<file path="src/hw/rtl/mmu_pkg.sv">
// ----------------------------------------------------------------------------
// mmu_pkg
// Shared constants and codes for the matrix multiply unit: dimension limit,
// command modes, configuration register indexes and field widths.
// ----------------------------------------------------------------------------
package mmu_pkg;

  // Default largest matrix dimension held in the element stores
  localparam int MMU_MAX_DIM = 8;

  // Fixed field widths
  localparam int MMU_VAL_W = 16;  // signed Q8.8 element
  localparam int MMU_IDX_W = 3;   // row / column index ports
  localparam int MMU_DIM_W = 4;   // size registers
  localparam int MMU_PROD_W = 2 * MMU_VAL_W;
  localparam int MMU_FRAC_W = 8;

  // Command modes
  localparam logic [1:0] MODE_WR_A  = 2'd0;
  localparam logic [1:0] MODE_WR_B  = 2'd1;
  localparam logic [1:0] MODE_START = 2'd2;

  // Configuration register indexes
  localparam logic [1:0] REG_ROWS_A  = 2'd0;
  localparam logic [1:0] REG_INNER   = 2'd1;
  localparam logic [1:0] REG_COLS_B  = 2'd2;

endpackage

</file>
<file path="src/hw/rtl/mmu_ram.sv">
// ----------------------------------------------------------------------------
// mmu_ram
// Generic simple dual-port RAM: one write port, one read port, registered
// read data.
// ----------------------------------------------------------------------------
module mmu_ram #(
  parameter int Width = 16,
  parameter int Depth = 64,
  parameter int AddrW = (Depth > 1) ? $clog2(Depth) : 1
) (
  input  logic             clk_i,
  input  logic             we_i,
  input  logic [AddrW-1:0] waddr_i,
  input  logic [Width-1:0] wdata_i,
  input  logic [AddrW-1:0] raddr_i,
  output logic [Width-1:0] rdata_o
);

  logic [Width-1:0] mem_q [Depth];
  logic [Width-1:0] rdata_q;

  // Write port
  always_ff @(posedge clk_i) begin
    if (we_i) begin
      mem_q[waddr_i] <= wdata_i;
    end
  end

  // Registered read
  always_ff @(posedge clk_i) begin
    rdata_q <= mem_q[raddr_i];
  end

  assign rdata_o = rdata_q;

endmodule

</file>
<file path="src/hw/rtl/matrix_multiply_unit.sv">
// ----------------------------------------------------------------------------
// matrix_multiply_unit
// Operation: a start walks all rows*cols*inner products through the MAC; each
//   result passes the store read, multiply, accumulate and result registers.
// Throughput: one product per cycle through the single shared MAC; busy_o
//   stays high until the cycle after the last result strobe.
// Reset: async active-low; size registers reset to 1, stores are undefined.
// Results cannot be stalled: each is shown for one cycle with valid_o.
// ----------------------------------------------------------------------------
module matrix_multiply_unit
  import mmu_pkg::*;
#(
  parameter int MAX_DIM = MMU_MAX_DIM
) (
  input  logic                        clk_i,
  input  logic                        rst_ni,
  // configuration write port
  input  logic                        cfg_we_i,
  input  logic [1:0]                  cfg_idx_i,
  input  logic [MMU_DIM_W-1:0]        cfg_data_i,
  // command channel
  input  logic                        start_i,
  output logic                        busy_o,
  input  logic [1:0]                  mode_i,
  input  logic [MMU_IDX_W-1:0]        row_index_i,
  input  logic [MMU_IDX_W-1:0]        col_index_i,
  input  logic signed [MMU_VAL_W-1:0] element_value_i,
  // result channel
  output logic                        valid_o,
  output logic [MMU_IDX_W-1:0]        out_row_o,
  output logic [MMU_IDX_W-1:0]        out_col_o,
  output logic signed [MMU_VAL_W-1:0] out_value_o,
  output logic                        last_o
);

  localparam int Depth = MAX_DIM * MAX_DIM;
  localparam int AW    = (Depth > 1) ? $clog2(Depth) : 1;
  localparam int IW    = (MAX_DIM > 1) ? $clog2(MAX_DIM) : 1;
  localparam int ACCW  = MMU_PROD_W + $clog2(MAX_DIM) + 1;
  localparam int CMPW  = 6;

  localparam logic signed [ACCW-1:0] SAT_MAX = ACCW'(32767);
  localparam logic signed [ACCW-1:0] SAT_MIN = -(ACCW'(32768));

  // Sequencer states
  localparam logic [1:0] ST_IDLE  = 2'd0;
  localparam logic [1:0] ST_ISSUE = 2'd1;
  localparam logic [1:0] ST_DRAIN = 2'd2;

  // Per-product tag travelling down the MAC pipeline
  typedef struct packed {
    logic [IW-1:0] row;
    logic [IW-1:0] col;
    logic          first_k;
    logic          last_k;
    logic          last_all;
  } tag_t;

  // Effective last index of a size register (0 used as 1, clamp to MAX_DIM)
  function automatic logic [IW-1:0] dim_last(input logic [MMU_DIM_W-1:0] v);
    if (v == '0) begin
      return '0;
    end else if (CMPW'(v) > CMPW'(MAX_DIM)) begin
      return IW'(MAX_DIM - 1);
    end else begin
      return IW'(v - MMU_DIM_W'(1));
    end
  endfunction

  logic [1:0]           state_q, state_d;
  logic [MMU_DIM_W-1:0] rows_q, inner_q, cols_q;
  logic [IW-1:0]        i_q, i_d, j_q, j_d, k_q, k_d;
  logic [IW-1:0]        i_last, j_last, k_last;

  logic                 accept;
  logic                 in_range;
  logic                 we_a, we_b;
  logic [AW-1:0]        waddr;
  logic [AW-1:0]        raddr_a, raddr_b;
  logic [MMU_VAL_W-1:0] rdata_a, rdata_b;

  tag_t                 tag_issue;
  logic                 issue;
  logic                 s1_vld_q, s2_vld_q, fin_vld_q;
  tag_t                 s1_tag_q, s2_tag_q, fin_tag_q;
  logic signed [MMU_PROD_W-1:0] prod_q;
  logic signed [ACCW-1:0]       acc_q, acc_d;
  logic signed [ACCW-1:0]       shr;
  logic signed [MMU_VAL_W-1:0]  sat;

  logic                        valid_q;
  logic                        last_q;
  logic [MMU_IDX_W-1:0]        out_row_q, out_col_q;
  logic signed [MMU_VAL_W-1:0] out_value_q;

  assign busy_o = (state_q != ST_IDLE);
  assign accept = start_i && !busy_o;

  // Size registers
  always_ff @(posedge clk_i or negedge rst_ni) begin
    if (!rst_ni) begin
      rows_q  <= MMU_DIM_W'(1);
      inner_q <= MMU_DIM_W'(1);
      cols_q  <= MMU_DIM_W'(1);
    end else if (cfg_we_i) begin
      unique case (cfg_idx_i)
        REG_ROWS_A: rows_q  <= cfg_data_i;
        REG_INNER:  inner_q <= cfg_data_i;
        REG_COLS_B: cols_q  <= cfg_data_i;
        default: ;
      endcase
    end
  end

  assign i_last = dim_last(rows_q);
  assign k_last = dim_last(inner_q);
  assign j_last = dim_last(cols_q);

  // Element writes: indexes outside the store are dropped
  assign in_range = (CMPW'(row_index_i) < CMPW'(MAX_DIM)) &&
                    (CMPW'(col_index_i) < CMPW'(MAX_DIM));
  assign we_a  = accept && (mode_i == MODE_WR_A) && in_range;
  assign we_b  = accept && (mode_i == MODE_WR_B) && in_range;
  assign waddr = AW'(IW'(row_index_i)) * AW'(MAX_DIM) + AW'(IW'(col_index_i));

  // Read addresses: A[i][k] and B[k][j]
  assign raddr_a = AW'(i_q) * AW'(MAX_DIM) + AW'(k_q);
  assign raddr_b = AW'(k_q) * AW'(MAX_DIM) + AW'(j_q);

  mmu_ram #(
    .Width (MMU_VAL_W),
    .Depth (Depth),
    .AddrW (AW)
  ) u_store_a (
    .clk_i   (clk_i),
    .we_i    (we_a),
    .waddr_i (waddr),
    .wdata_i (element_value_i),
    .raddr_i (raddr_a),
    .rdata_o (rdata_a)
  );

  mmu_ram #(
    .Width (MMU_VAL_W),
    .Depth (Depth),
    .AddrW (AW)
  ) u_store_b (
    .clk_i   (clk_i),
    .we_i    (we_b),
    .waddr_i (waddr),
    .wdata_i (element_value_i),
    .raddr_i (raddr_b),
    .rdata_o (rdata_b)
  );

  // Issue tag for the product read this cycle
  assign issue              = (state_q == ST_ISSUE);
  assign tag_issue.row      = i_q;
  assign tag_issue.col      = j_q;
  assign tag_issue.first_k  = (k_q == '0);
  assign tag_issue.last_k   = (k_q == k_last);
  assign tag_issue.last_all = (k_q == k_last) && (j_q == j_last) && (i_q == i_last);

  // Sequencer: walks i, j, k in row-major order, k innermost
  always_comb begin
    state_d = state_q;
    i_d     = i_q;
    j_d     = j_q;
    k_d     = k_q;
    unique case (state_q)
      ST_IDLE: begin
        if (accept && (mode_i == MODE_START)) begin
          state_d = ST_ISSUE;
          i_d     = '0;
          j_d     = '0;
          k_d     = '0;
        end
      end
      ST_ISSUE: begin
        if (k_q != k_last) begin
          k_d = k_q + IW'(1);
        end else begin
          k_d = '0;
          if (j_q != j_last) begin
            j_d = j_q + IW'(1);
          end else begin
            j_d = '0;
            if (i_q != i_last) begin
              i_d = i_q + IW'(1);
            end else begin
              state_d = ST_DRAIN;
            end
          end
        end
      end
      ST_DRAIN: begin
        if (valid_q && last_q) begin
          state_d = ST_IDLE;
        end
      end
      default: state_d = ST_IDLE;
    endcase
  end

  always_ff @(posedge clk_i or negedge rst_ni) begin
    if (!rst_ni) begin
      state_q <= ST_IDLE;
      i_q     <= '0;
      j_q     <= '0;
      k_q     <= '0;
    end else begin
      state_q <= state_d;
      i_q     <= i_d;
      j_q     <= j_d;
      k_q     <= k_d;
    end
  end

  // Pipeline valid bits
  always_ff @(posedge clk_i or negedge rst_ni) begin
    if (!rst_ni) begin
      s1_vld_q  <= 1'b0;
      s2_vld_q  <= 1'b0;
      fin_vld_q <= 1'b0;
    end else begin
      s1_vld_q  <= issue;
      s2_vld_q  <= s1_vld_q;
      fin_vld_q <= s2_vld_q && s2_tag_q.last_k;
    end
  end

  // Shared MAC: multiply stage then accumulate stage
  assign acc_d = (s2_tag_q.first_k ? '0 : acc_q) + ACCW'(prod_q);

  always_ff @(posedge clk_i) begin
    s1_tag_q <= tag_issue;
    s2_tag_q <= s1_tag_q;
    prod_q   <= $signed(rdata_a) * $signed(rdata_b);
    if (s2_vld_q) begin
      acc_q     <= acc_d;
      fin_tag_q <= s2_tag_q;
    end
  end

  // Drop eight fraction bits (floor) and saturate to 16 bits
  assign shr = acc_q >>> MMU_FRAC_W;
  always_comb begin
    if (shr > SAT_MAX) begin
      sat = MMU_VAL_W'(SAT_MAX);
    end else if (shr < SAT_MIN) begin
      sat = MMU_VAL_W'(SAT_MIN);
    end else begin
      sat = MMU_VAL_W'(shr);
    end
  end

  // Result register: one-cycle strobe per element
  always_ff @(posedge clk_i or negedge rst_ni) begin
    if (!rst_ni) begin
      valid_q <= 1'b0;
      last_q  <= 1'b0;
    end else begin
      valid_q <= fin_vld_q;
      last_q  <= fin_vld_q && fin_tag_q.last_all;
    end
  end

  always_ff @(posedge clk_i) begin
    if (fin_vld_q) begin
      out_row_q   <= MMU_IDX_W'(fin_tag_q.row);
      out_col_q   <= MMU_IDX_W'(fin_tag_q.col);
      out_value_q <= sat;
    end
  end

  assign valid_o     = valid_q;
  assign last_o      = last_q;
  assign out_row_o   = out_row_q;
  assign out_col_o   = out_col_q;
  assign out_value_o = out_value_q;

endmodule

</file>
<file path="config.mk">
export PLATFORM = sky130hd
export DESIGN_NAME = matrix_multiply_unit
export DESIGN_NICKNAME = d
export VERILOG_FILES = /design/src/hw/rtl/mmu_pkg.sv /design/src/hw/rtl/mmu_ram.sv /design/src/hw/rtl/matrix_multiply_unit.sv
export SDC_FILE = /design/constraint.sdc
export NUM_CORES = 2
export LEC_CHECK = 0
export ABC_CLOCK_PERIOD_IN_PS = 5800
export BUFFER_PORTS_ARGS = -buffer_cell sky130_fd_sc_hd__buf_2
export CAP_MARGIN = 10
export CORE_MARGIN = 2
export CORE_UTILIZATION = 57
export DETAILED_ROUTE_END_ITERATION = 10
export GPL_TIMING_DRIVEN = 0
export PLACE_DENSITY = 0.83
export SLEW_MARGIN = 0
export SYNTH_ARGS = -nofsm -noshare
export SYNTH_HDL_FRONTEND = slang
export SYNTH_HIERARCHICAL = 1
export SYNTH_SLANG_ARGS = --single-unit
</file>
<file path="constraint.sdc">
create_clock -name clk_i -period 5.8 [get_ports clk_i]
set_input_delay 1.16 -clock clk_i [delete_from_list [all_inputs] [get_ports clk_i]]
set_output_delay 1.16 -clock clk_i [all_outputs]
set_load 0.1 [all_outputs]
</file>
==> summary.txt <==
RUN STATUS
-------------------------------------------------------------------------------------
Status ................................................................. finished, violations left
Failing checks ......................................................... negative setup slack

FLOORPLAN
-------------------------------------------------------------------------------------
Die Span X .............................................................       416 um
DIE AREA ...............................................................   0.173 mm^2
Number of primary I/O pins .............................................           59
Die extent in y ........................................................       416 um
Core footprint .........................................................   0.169 mm^2
Standard-cell row count ................................................          151
Starting Density .......................................................        0.573

SYNTH
-------------------------------------------------------------------------------------
Main flop type after synthesis ......................................... sky130_fd_sc_hd__edfxtp_1
Syn nets ...............................................................        5,783
Number of enable-type register cells in the synthesized netlist ........        2,113
Cells after synthesis ..................................................        5,362
Syn Area/Cell ..........................................................    18.1 um^2
Largest cells by area after synthesis .................................. sky130_fd_sc_hd__edfxtp_1, sky130_fd_sc_hd__mux4_2, sky130_fd_sc_hd__fa_1
Yosys top cell area share ..............................................        0.655
Synth cell types .......................................................           89
Library cell with the largest summed area after synthesis .............. sky130_fd_sc_hd__edfxtp_1
Number of synthesized register bits ....................................        2,223
Fraction of registers with async set/reset .............................       0.0126
Combined area of all synthesized cells .................................  0.0968 mm^2
Sequential fraction of the synthesis area ..............................        0.680
Count of warnings emitted by yosys .....................................            6

PLACE
-------------------------------------------------------------------------------------
Final estimated routing congestion in global placement .................        0.968
Count of buffers from port buffering ...................................           53
Number of cells in the design after placement ..........................        7,732
Placement Setup Slack ..................................................     -1.05 ns
Standard cell area after detailed placement ............................   0.102 mm^2
Detail Placement HPWL ..................................................   165,000 um

GRT
-------------------------------------------------------------------------------------
First-pass GRT wire length .............................................   395,000 um
Antenna violations before repair .......................................           25
All-layer global routing usage .........................................        0.316
Pin count of the biggest net entering global routing ...................           93
Grt total ovfl .........................................................            0
Via count of the first global-routing pass .............................       56,800

CLOCK TREE
-------------------------------------------------------------------------------------
Max Buffers Root-to-Sink ...............................................            3
Later-pin clock latency in the skew report .............................      0.87 ns
Clk sink count .........................................................        2,223
Number of buffers inserted during clock tree synthesis .................          206
Clock transition at the registers of the reported paths ................      0.07 ns
Depth of the CTS H-tree ................................................            4
Master cell of the clock root buffer ................................... sky130_fd_sc_hd__clkbuf_16
Clock tree from TritonCTS ..............................................         done

TIMING
-------------------------------------------------------------------------------------
Worst setup skew after layout ..........................................    0.0380 ns
Fin. max-slew vios .....................................................            0
Final count of negative-setup-slack endpoints ..........................            3
Total negative slack ...................................................    -0.308 ns
Fin worst setup slack ..................................................    -0.188 ns
RSZ-0062 raised after global routing ...................................          yes
Shortest period the worst path allows ..................................      5.99 ns
Slew @ Worst Pin .......................................................      1.35 ns
Slew margin rel. .......................................................       0.0961
Highest attainable clock frequency .....................................      167 MHz
Post-route fraction of the period consumed by the critical path ........         1.03
Number of hold violations in the final report ..........................            0

FINAL LAYOUT
-------------------------------------------------------------------------------------
Flip-flop and latch area ...............................................  0.0659 mm^2
Area taken by multi-input logic gates ..................................  0.0288 mm^2
Final #Nets ............................................................        6,210
Final std cell area, no fill ...........................................   0.111 mm^2
Share of layout cells above drive strength 1 ...........................        0.254
Number of inserted filler cells in the final layout ....................        9,911
Leading cell types in the layout, fill and taps excluded ............... sky130_fd_sc_hd__edfxtp_1, sky130_fd_sc_hd__mux4_2, sky130_fd_sc_hd__inv_1
Most frequent standard cell in the layout excluding fill and tap cells . sky130_fd_sc_hd__edfxtp_1
Cell Count, Final, Fillers Out .........................................        8,206
Layout overhead on the synthesized area ................................        14.3%

HOLD PATH
-------------------------------------------------------------------------------------
Worst hold path type ...................................................     in2async

DETAILED ROUTING
-------------------------------------------------------------------------------------
Total via count after detailed routing .................................       56,300
DRT antenna net count ..................................................            0
Total wire length after detailed routing ...............................   273,000 um
Wire length per cell after detailed routing ............................      33.3 um
DRC violation total after the first TritonRoute iteration ..............        9,067
Via count normalized by instance count .................................         6.86
Detailed Routing Iterations Pass 1 .....................................            8
Residual DRC ...........................................................            0

CRITICAL PATH
-------------------------------------------------------------------------------------
Worst Setup Start Kind .................................................    flip-flop
Most used cell, CP ..................................................... sky130_fd_sc_hd__fa_1
Cell breakdown of the critical path .................................... buf_12 > buf_4 > and2_4 > fa_1 > inv_1 > fa_1 > inv_1 > fa_1 > fa_1 > fa_1 > inv_2 > fa_1 > inv_2 > ha_4 > a21o_1 > a21o_1 > a21o_1 > a21oi_2 > o211ai_1 > buf_4 > a211o_1 > a21oi_2 > xnor2_1
CP Data Arrival Time ...................................................      6.77 ns
Start-to-end type of the worst setup path ..............................      reg2reg
Number of buffer and inverter instances along the worst setup path .....            7
Largest fanout of any net on the critical path .........................            3
Kind of cell adding the most delay to the critical path ................  adder cells
Slowest cell on the critical path ...................................... sky130_fd_sc_hd__fa_1
Critical Path Sink Type ................................................    flip-flop
Required time of the critical path .....................................      6.58 ns
CP max stage delay .....................................................      0.56 ns
Setup slack, reg-to-reg ................................................     -0.19 ns

FLOW RUN
-------------------------------------------------------------------------------------
Max-capacitance violation count ........................................            0

synthesized netlist by cell type, types with 34 or more instances:
cell type / number
sky130_fd_sc_hd__ha_1: 124
sky130_fd_sc_hd__and2_1: 132
sky130_fd_sc_hd__a21oi_1: 89
sky130_fd_sc_hd__mux2_2: 65
sky130_fd_sc_hd__inv_1: 371
sky130_fd_sc_hd__edfxtp_1: 2113
sky130_fd_sc_hd__clkbuf_1: 88
sky130_fd_sc_hd__o21ai_0: 48
sky130_fd_sc_hd__dfxtp_1: 82
sky130_fd_sc_hd__buf_2: 72
sky130_fd_sc_hd__xnor2_1: 52
sky130_fd_sc_hd__a22oi_1: 80
sky130_fd_sc_hd__fa_1: 263
sky130_fd_sc_hd__buf_6: 34
sky130_fd_sc_hd__mux4_2: 440
sky130_fd_sc_hd__nand2_1: 266
sky130_fd_sc_hd__nor2_1: 199
sky130_fd_sc_hd__nand4_1: 36
sky130_fd_sc_hd__nand3_1: 56
sky130_fd_sc_hd__mux2i_1: 170
sky130_fd_sc_hd__nor2b_1: 97
metal layers:
layer  wire length, um  track usage
met1             88000        0.390
met3             36300       0.0982
met2            126000        0.488
met4             22500        0.205
met5               122            0
layout make-up:
cell class                 instances  area share
multi-input combinational       2518       0.260
timing repair buffer             219      0.0237
buffer                           250      0.0182
sequential                      2223       0.596
clock inverter                   146      0.0156
clock buffer                     245      0.0483
tap                             2218      0.0251
inverter                         371      0.0127
antenna                           16    0.000362
flip-flops by register name, indices dropped and copies added, names as in the netlist, 16 cells and up:
signal	cells
acc_q	36
u_store_a/mem_q	1024
u_store_b/rdata_o	16
u_store_a/rdata_o	16
out_value_o	16
prod_q	32
u_store_b/mem_q	1024
logic make-up after synthesis:
group / count (synthesis) / share of synthesized area
xor gates and xnor gates: 69 / 0.00624
buffers and inverters: 621 / 0.0312
adders and majority gates: 390 / 0.0707
muxes: 683 / 0.130
AOI/OAI and AO/OA: 490 / 0.0369
and+or+nand+nor: 886 / 0.0458
DFF: 2223 / 0.680
path summary, 6_finish.rpt:
check | start | to | cells past startpoint
worst max register to register | u_store_b/rdata_o[6] | prod_q[30] | 23
worst min-delay path | rst_ni | k_q[1] | 1
min in group clk_i | s1_tag_q[5] | s2_tag_q[5] | 0
max in group asynchronous | rst_ni | s2_vld_q | 1
worst max-delay path | u_store_b/rdata_o[6] | prod_q[30] | 23
worst min register to register | s1_tag_q[5] | s2_tag_q[5] | 0
through the flow:
step / utilization / hold slack, ns
final: 0.654 / 0.331
after global routing: 0.654 / 0.340
after CTS: 0.652 / 0.308
after detailed placement: 0.603 / 0.313
after global placement: 0.591 / 0.311
after floorplan: - / 0.310
timing repair:
action	4_1_cts	5_1_grt
hold buffers	0	0
hold endpoints to repair	0	0
pin swaps	65	49
gates cloned	0	1
setup endpoints to repair	17	15
gates resized for setup	193	80
setup buffers	46	20
Power is left out: the tool's default activity adds up to more than one toggle a clock period on the data nets, which glitch-free logic cannot reach.
